==> src/rtl/core/tccw_pkg.sv <==
package tccw_pkg;

    // Screen geometry
    localparam int COLUMNS = 80;
    localparam int ROWS    = 25;
    localparam int CELLS   = COLUMNS * ROWS;
    localparam int ADDR_W  = $clog2(CELLS);
    localparam int COL_IW  = $clog2(COLUMNS);
    localparam int ROW_IW  = $clog2(ROWS);

    // Field widths
    localparam int CHAR_W    = 8;
    localparam int IDX_W     = 11;
    localparam int WORD_W    = 16;
    localparam int COL_W     = 7;
    localparam int ROW_W     = 5;
    localparam int ATTR_W    = 8;
    localparam int S_DATA_W  = 24;
    localparam int M_DATA_W  = 32;
    localparam int CFG_IDX_W = 1;
    localparam int CFG_DAT_W = 8;

    // Configuration register indexes
    localparam logic [CFG_IDX_W-1:0] CFG_TERMINAL_MODE = 1'd0;
    localparam logic [CFG_IDX_W-1:0] CFG_CELL_ATTR     = 1'd1;
    localparam logic [ATTR_W-1:0]    ATTR_RESET        = 8'd7;

    // Character codes
    localparam logic [CHAR_W-1:0] CH_NUL       = 8'h00;
    localparam logic [CHAR_W-1:0] CH_BACKSPACE = 8'h08;
    localparam logic [CHAR_W-1:0] CH_NEWLINE   = 8'h0A;
    localparam logic [CHAR_W-1:0] CH_SPACE     = 8'h20;
    localparam int                PROMPT_GUARD = 2;

    // Request actions
    localparam logic ACT_PUT  = 1'b0;
    localparam logic ACT_READ = 1'b1;

    // Command kinds handed from front to back
    localparam int KIND_W = 3;
    localparam logic [KIND_W-1:0] K_NOP       = 3'd0;
    localparam logic [KIND_W-1:0] K_READ      = 3'd1;
    localparam logic [KIND_W-1:0] K_NEWLINE   = 3'd2;
    localparam logic [KIND_W-1:0] K_BACKSPACE = 3'd3;
    localparam logic [KIND_W-1:0] K_PRINT     = 3'd4;

    typedef struct packed {
        logic [KIND_W-1:0] kind;
        logic [CHAR_W-1:0] char_code;
        logic [IDX_W-1:0]  cell_index;
    } t_cmd;

endpackage

==> src/rtl/core/tccw_front.sv <==
module tccw_front (
    input  logic                          i_s_tvalid,
    output logic                          o_s_tready,
    input  logic [tccw_pkg::S_DATA_W-1:0] i_s_tdata,
    input  logic                          i_s_tuser,
    input  logic                          i_q_full,
    output logic                          o_q_push,
    output tccw_pkg::t_cmd                o_q_cmd
);
    import tccw_pkg::*;

    logic [CHAR_W-1:0] w_char;

    assign w_char     = i_s_tdata[CHAR_W-1:0];
    assign o_s_tready = !i_q_full;
    assign o_q_push   = i_s_tvalid && !i_q_full;

    // Sort the request into what the back end has to do
    always_comb begin
        o_q_cmd.char_code  = w_char;
        o_q_cmd.cell_index = i_s_tdata[CHAR_W+IDX_W-1:CHAR_W];
        if (i_s_tuser == ACT_READ) begin
            o_q_cmd.kind = K_READ;
        end else begin
            unique case (w_char)
                CH_NUL:       o_q_cmd.kind = K_NOP;
                CH_NEWLINE:   o_q_cmd.kind = K_NEWLINE;
                CH_BACKSPACE: o_q_cmd.kind = K_BACKSPACE;
                default:      o_q_cmd.kind = K_PRINT;
            endcase
        end
    end

endmodule

==> config.mk <==
export PLATFORM = sky130hd
export DESIGN_NAME = tccw_front
export DESIGN_NICKNAME = d
export VERILOG_FILES = /design/src/rtl/core/tccw_pkg.sv /design/src/rtl/core/tccw_front.sv
export SDC_FILE = /design/constraint.sdc
export NUM_CORES = 1
export LEC_CHECK = 0
export BUFFER_PORTS_ARGS = -buffer_cell sky130_fd_sc_hd__clkbuf_2
export CORE_AREA = 2 2 39 41
export DETAILED_ROUTE_END_ITERATION = 6
export DIE_AREA = 0 0 41 43
export PLACE_DENSITY = 0.6
export SLEW_MARGIN = 10
export SYNTH_ARGS = -nofsm -noshare
export SYNTH_HDL_FRONTEND = slang
export SYNTH_SLANG_ARGS = --single-unit
==> constraint.sdc <==
create_clock -name vclk -period 0.8
set_input_delay 0.08 -clock vclk [all_inputs]
set_output_delay 0.08 -clock vclk [all_outputs]
set_load 0.05 [all_outputs]
==> impl_metrics.tcl <==
set metrics [dict create \
    setup_viol 3 \
    grt_pass1_vias 155 \
    fin_nets 64 \
    cp-start-kind "input port" \
    yosysWarnings 0 \
    routed_wl_um 415 \
    routed_via_density 3.43 \
    tns_ns -0.536 \
    power.leakage_nw 0.156 \
    die_x_um 41 \
    core_area_mm2 0.00138 \
    ir_worst_vdd_mv 0.160 \
    outcome "complete, but fails checks" \
    final-instance-count-excl-fill 51 \
    grt_first_pass_wirelength_um 572 \
    syn_inst 28 \
    powerDensity_mw_per_mm2 814 \
    antenna_left 0 \
    gp_congestion 0.449 \
    period_share_pct 127 \
    seq_cell_count 0 \
    antennaDiodeCount 0 \
    drive_gt1_share_pct 88.6 \
    rsz0062_at_grt "true" \
    grt_usage_pct 4.20 \
    start_util_pct 14.9 \
    dp_hpwl_um 399 \
    synth_nets 55 \
    timing.hold.ws_ns 0.160 \
    ys_types 9 \
    max_stage_delay_ns 0.33 \
    area_delta_synth_final_pct 38.8 \
    finalCriticalPeriod_ns 1.02 \
    syn_avg_cell_area_um2 7.37 \
    drt-pass1-iter-count 1 \
    violations "setup timing" \
    min-delay-path-class "input port to primary output" \
    drv_cap 0 \
    cp-end-kind "primary output" \
    fmax_mhz 981 \
    yosys.area.top_type "buf_4" \
    vias 175 \
    hold_violations 0 \
    synthTopCellsByArea "buf_4 69%, nor4_2 6.1%, a41o_2 5.5%" \
    antenna_found_initial 0 \
    grt_overflow_total 0 \
    dp.cells 51 \
    hold_buffers 0 \
    crit_path_max_fanout 3 \
    maxSlewViolCount 0 \
    cp.required_ns 0.72 \
    regArea_um2 0 \
    critPathBufInv 2 \
    synth_common_cells "19 x buf_4, 2 x inv_1" \
    first_iter_violations 0 \
    syn_area_um2 206 \
    crit_arrival_ns 0.94 \
    max-slew-margin-rel_pct 81.1 \
    crit_chain "buf_6, nor4_4, and4b_4, buf_12" \
    clkbuf_count 0 \
    row_count 14 \
    die_y_um 43 \
    path_class "input port to primary output" \
    grt_max_degree 4 \
    remaining_drc_errors 0 \
    post-place-ws_ns -0.254 \
    tightest_slew_ns 0.281 \
    crit_family "simple AND/OR/NAND/NOR gates" \
    avgRoutedWirePerCell_um 8.14 \
    yosysSeqAreaShare_pct 0 \
    numPortBuffers 24 \
    worst_slack_ns -0.220 \
    synth.most_common_cell "buf_4" \
    yosys.area.top_type_share_pct 69.1 \
    cpMaxStageDelayCell "nor4_4" \
    die_area_mm2 0.00176 \
    fill_cells 151 \
    boundaryPins 51 \
]
-- cell type report --
cell class / count / area (um^2) / share of cell area [%]
Timing Repair Buffer: 26 / 181 / 63.3
Multi-Input combinational cell: 7 / 77.6 / 27.1
Tap cell: 16 / 20.0 / 6.99
Inverter: 2 / 7.51 / 2.62
-- power by group --
group          switching [W]  internal [W]  leakage (nW)
logic               0.000158     0.0000752         0.156
clock network              0             0             0
registers                  0             0             0
total               0.000158     0.0000752         0.156
-- through the flow --
stage | power, W | area (um^2) | utilization [%]
2_1_floorplan | 0.000316 | 228 | -
3_3_place_gp | 0.000223 | 270 | 19.5
3_5_place_dp | 0.000225 | 270 | 19.5
4_1_cts | 0.000230 | 279 | 20.2
5_1_grt | 0.000244 | 287 | 20.7
6_report | 0.000233 | 287 | 20.7
-- path summary, 6_finish.rpt --
check          start     endpoint  depth (start not counted)
min    i_s_tdata[10]   o_q_cmd[2]                          0
max     i_s_tdata[7]  o_q_cmd[20]                          4
-- cells by family after synthesis --
logic type             after synthesis  share of synthesized area, %
buffers and inverters               21                          72.7
and+or+nand+nor                      5                          18.8
AOI/OAI and AO/OA                    2                          8.49
-- layer usage --
layer  track usage (%)  vias to the layer above  wire length [um]
met5                 0                        -                 0
met2              7.50                       10               236
met3              1.57                        0                66
met4             0.667                        0                 0
met1              4.43                       78               112
li1                  -                       87                 -
-- repair_timing --
action	in CTS	in global routing
resized for setup	2	4
setup buffers	0	0
gates cloned	0	0
pin swaps	1	2
setup endpoints to repair	3	3
-- layout by cell type, fill, tap and decap left out --
cell type	instances
clkbuf_2	20
buf_8	1
a31oi_2	1
buf_4	2
a41o_2	1
buf_12	2
inv_1	2
and4b_4	1
nor4_4	1
nand2b_1	1
nor2b_2	1
buf_6	1
nor2_1	1
No activity file was read; power rests on OpenSTA's default activity.
