### config.mk
export PLATFORM = sky130hd
export DESIGN_NAME = tccw_queue
export DESIGN_NICKNAME = d
export VERILOG_FILES = /design/src/rtl/core/tccw_pkg.sv /design/src/rtl/core/tccw_queue.sv
export SDC_FILE = /design/constraint.sdc
export NUM_CORES = 1
export LEC_CHECK = 0
export BUFFER_PORTS_ARGS = -buffer_cell sky130_fd_sc_hd__buf_2
export CORE_MARGIN = 2
export CORE_UTILIZATION = 54
export DETAILED_ROUTE_END_ITERATION = 10
export GPL_TIMING_DRIVEN = 1
export PLACE_DENSITY = 0.84
export SYNTH_ARGS = -nofsm -noshare
export SYNTH_HDL_FRONTEND = slang
export SYNTH_SLANG_ARGS = --single-unit
export TNS_END_PERCENT = 10
### constraint.sdc
create_clock -name i_clk -period 3.2 [get_ports i_clk]
set_input_delay 0.16 -clock i_clk [delete_from_list [all_inputs] [get_ports i_clk]]
set_output_delay 0.16 -clock i_clk [all_outputs]
set_load 0.005 [all_outputs]
### src/rtl/core/tccw_pkg.sv
package tccw_pkg;

    // Screen geometry
    localparam int COLUMNS = 80;
    localparam int ROWS    = 25;
    localparam int CELLS   = COLUMNS * ROWS;
    localparam int ADDR_W  = $clog2(CELLS);
    localparam int COL_IW  = $clog2(COLUMNS);
    localparam int ROW_IW  = $clog2(ROWS);

    // Field widths
    localparam int CHAR_W    = 8;
    localparam int IDX_W     = 11;
    localparam int WORD_W    = 16;
    localparam int COL_W     = 7;
    localparam int ROW_W     = 5;
    localparam int ATTR_W    = 8;
    localparam int S_DATA_W  = 24;
    localparam int M_DATA_W  = 32;
    localparam int CFG_IDX_W = 1;
    localparam int CFG_DAT_W = 8;

    // Configuration register indexes
    localparam logic [CFG_IDX_W-1:0] CFG_TERMINAL_MODE = 1'd0;
    localparam logic [CFG_IDX_W-1:0] CFG_CELL_ATTR     = 1'd1;
    localparam logic [ATTR_W-1:0]    ATTR_RESET        = 8'd7;

    // Character codes
    localparam logic [CHAR_W-1:0] CH_NUL       = 8'h00;
    localparam logic [CHAR_W-1:0] CH_BACKSPACE = 8'h08;
    localparam logic [CHAR_W-1:0] CH_NEWLINE   = 8'h0A;
    localparam logic [CHAR_W-1:0] CH_SPACE     = 8'h20;
    localparam int                PROMPT_GUARD = 2;

    // Request actions
    localparam logic ACT_PUT  = 1'b0;
    localparam logic ACT_READ = 1'b1;

    // Command kinds handed from front to back
    localparam int KIND_W = 3;
    localparam logic [KIND_W-1:0] K_NOP       = 3'd0;
    localparam logic [KIND_W-1:0] K_READ      = 3'd1;
    localparam logic [KIND_W-1:0] K_NEWLINE   = 3'd2;
    localparam logic [KIND_W-1:0] K_BACKSPACE = 3'd3;
    localparam logic [KIND_W-1:0] K_PRINT     = 3'd4;

    typedef struct packed {
        logic [KIND_W-1:0] kind;
        logic [CHAR_W-1:0] char_code;
        logic [IDX_W-1:0]  cell_index;
    } t_cmd;

endpackage

### src/rtl/core/tccw_queue.sv
module tccw_queue (
    input  logic           i_clk,
    input  logic           i_rst_n,
    input  logic           i_push,
    input  tccw_pkg::t_cmd i_cmd,
    output logic           o_full,
    input  logic           i_pop,
    output logic           o_valid,
    output tccw_pkg::t_cmd o_cmd
);
    import tccw_pkg::*;

    localparam int DEPTH = 2;
    localparam int PTR_W = $clog2(DEPTH);
    localparam int CNT_W = $clog2(DEPTH + 1);

    t_cmd             r_slot [DEPTH];
    logic [PTR_W-1:0] r_wptr, n_wptr;
    logic [PTR_W-1:0] r_rptr, n_rptr;
    logic [CNT_W-1:0] r_count, n_count;

    assign o_full  = (r_count == CNT_W'(DEPTH));
    assign o_valid = (r_count != '0);
    assign o_cmd   = r_slot[r_rptr];

    always_comb begin
        n_wptr  = r_wptr;
        n_rptr  = r_rptr;
        n_count = r_count;
        if (i_push) begin
            n_wptr = (r_wptr == PTR_W'(DEPTH - 1)) ? '0 : r_wptr + 1'b1;
        end
        if (i_pop) begin
            n_rptr = (r_rptr == PTR_W'(DEPTH - 1)) ? '0 : r_rptr + 1'b1;
        end
        if (i_push && !i_pop) begin
            n_count = r_count + 1'b1;
        end else if (i_pop && !i_push) begin
            n_count = r_count - 1'b1;
        end
    end

    always_ff @(posedge i_clk) begin
        if (!i_rst_n) begin
            r_wptr  <= '0;
            r_rptr  <= '0;
            r_count <= '0;
        end else begin
            r_wptr  <= n_wptr;
            r_rptr  <= n_rptr;
            r_count <= n_count;
        end
    end

    always_ff @(posedge i_clk) begin
        if (i_push) begin
            r_slot[r_wptr] <= i_cmd;
        end
    end

endmodule

==> flow_metrics.tcl <==
set metrics [dict create \
    wl_per_cell_um 14.1 \
    reg2reg_depth 1 \
    grtUsageTotal_pct 17.1 \
    grt_pass1_vias 1017 \
    die_w_um 61.7 \
    cts.sinks 49 \
    rows 20 \
    hold_violations 0 \
    post_drt_via_cell_ratio 4.85 \
    place.gp.congestion 0.614 \
    ir_drop_uv 369 \
    critPathTopFamily "flip-flops" \
    io_buffer_count 49 \
    hold_depth 2 \
    ys_seq_area_share_pct 78.9 \
    core_area_sq_um 3100 \
    critPathBufInv 1 \
    power_density_nw_per_um2 519 \
    post-cts-setup-buffers 0 \
    placed_cells 181 \
    status "complete, no violations" \
    floorplan.initialDensity_pct 58.0 \
    grt_pass1_wl_mm 4.40 \
    synthesis.area_sq_um 1800 \
    finalSetupTns_ns 0 \
    syn_area_per_cell_sq_um 20.0 \
    ios 50 \
    cp_max_fo 22 \
    cts_root_buf "clkbuf_4" \
    hold_path_class "input port to register" \
    required_ns 3.04 \
    crit_arrival_ns 1.88 \
    cts_tree "done" \
    timing.rr.start "r_wptr" \
    final_common_cell "buf_2" \
    r2r-end "r_slot[0][2]" \
    relSlewSlack_pct 24.4 \
    max_stage_delay_ns 0.96 \
    dr.pass1.iters 4 \
    drt-initial-drc-count 19 \
    min_period_ns 2.04 \
    clock_path_buffers 2 \
    drive_gt1_share_pct 47.9 \
    overflow 0 \
    maxCapViolCount 0 \
    syn_inst 90 \
    crit_slowest_cell "dfxtp_1" \
    final_max_slew_viol_count 0 \
    vias 1024 \
    yosysWarnings 0 \
    start_kind "register" \
    synthToLayoutAreaGrowth_pct 32.7 \
    synth_seq_cells 49 \
    die_area_sq_um 3810 \
    fin_util_pct 77.0 \
    worstMarginPinSlew_ns 1.13 \
    path_class "register to primary output" \
    setup-violations-final 0 \
    clock_latency_ns 0.35 \
    hold_ws_ns 0.0633 \
    nets 193 \
    clk_pin_slew_ns 0.12 \
    min_from "i_rst_n" \
    die_y_um 61.7 \
    antenna_found_initial 0 \
    drcViolationCount 0 \
    hpwl_mm 1.84 \
    end_kind "primary output" \
    synthDistinctLibCells 16 \
    rsz0062_at_grt "no" \
    cp_cell_sequence "mux2_2 > buf_2" \
    layoutNonFillerInstCount 211 \
    finalCritPeriodShare_pct 63.7 \
    clock.fmax_ghz 0.490 \
    grt_max_degree 24 \
    htree_levels 2 \
    antenna_cells 0 \
    ant_nets 0 \
    wl_mm 2.97 \
    power_leakage_nw 0.924 \
    syn_nets 117 \
    layout_common_cells "buf_2 (49), edfxtp_1 (44), mux2_2 (22), dlygate4sd3_1 (22)" \
    numCtsBuffers 5 \
    fin_worst_skew_ns 0.00235 \
    path_depth 2 \
    regToRegSetupSlack_ns 1.61 \
]
-- sequential cells by signal, summed over array words and instances, names as in the netlist, named ones only --
| signal | count |
|---|---|
| r_slot | 44 |
| r_count | 2 |
| r_rptr | 1 |
| r_wptr | 1 |
-- cell type report --
class | instances | area [sq um]
inverters | 1 | 3.75
flip-flops and latches | 49 | 1420
well taps | 44 | 55.1
repair buffers | 71 | 465
fillers | 206 | 714
multi-input cells | 38 | 368
clock inverters | 2 | 33.8
clock buffers | 6 | 41.3
-- synth_stat cells (all sizes together) --
cell,instances,area (sq um)
o21ai,1,5.00
a21boi,1,7.51
edfxtp,44,1320
ha,1,12.5
buf,2,10.0
or3,1,6.26
o21a,1,7.51
xor2,2,17.5
nor2b,2,12.5
and2,4,25.0
and2b,1,8.76
xnor2,1,8.76
or2,1,6.26
mux2,22,248
inv,1,3.75
dfxtp,5,100
-- worst max-delay path by stage --
stage	from	endpoint
2_1_floorplan	r_wptr	r_slot[0][0]
3_3_place_gp	register	o_cmd[12]
3_5_place_dp	register	o_cmd[21]
4_1_cts	register	o_cmd[21]
5_1_grt	register	o_cmd[7]
6_report	register	o_cmd[7]
-- kinds of logic after synthesis --
| family | count (synthesis) | share of synthesized area [%] |
|---|---|---|
| DFF | 49 | 78.9 |
| muxes | 22 | 13.8 |
| and+or+nand+nor | 9 | 3.27 |
| AOI/OAI and AO/OA | 3 | 1.11 |
| xor gates and xnor gates | 3 | 1.46 |
| buffers and inverters | 3 | 0.764 |
| adders and majority gates | 1 | 0.695 |
-- what timing repair did --
action,4_1_cts,5_1_grt
endpoints found under the hold margin,44,0
hold buffers,22,0
resized for setup,0,0
-- where the power goes --
part           internal [mW]  leakage, nW  switching (mW)
clock                  0.163       0.0399           0.171
combinational         0.0918        0.429          0.0564
sequential             0.736        0.455          0.0212
total                  0.991        0.924           0.248
-- through the flow --
stage          total power, mW  cell area (sq um)  setup WS, ns
2_1_floorplan            0.837               1800          1.46
3_3_place_gp             0.893               2090          1.55
3_5_place_dp             0.901               2090          1.52
4_1_cts                   1.25               2390          1.10
5_1_grt                   1.30               2390          1.01
6_report                  1.24               2390          1.16
-- layer usage --
layer / GRT usage (%) / vias up / share of wire (%)
li1: - / 498 / -
met1: 17.6 / 489 / 37
met2: 32.0 / 31 / 56
met3: 5.59 / 6 / 5.5
met4: 6.38 / 0 / 1.6
met5: 0 / - / 0
No activity file was read; power rests on OpenSTA's default activity.
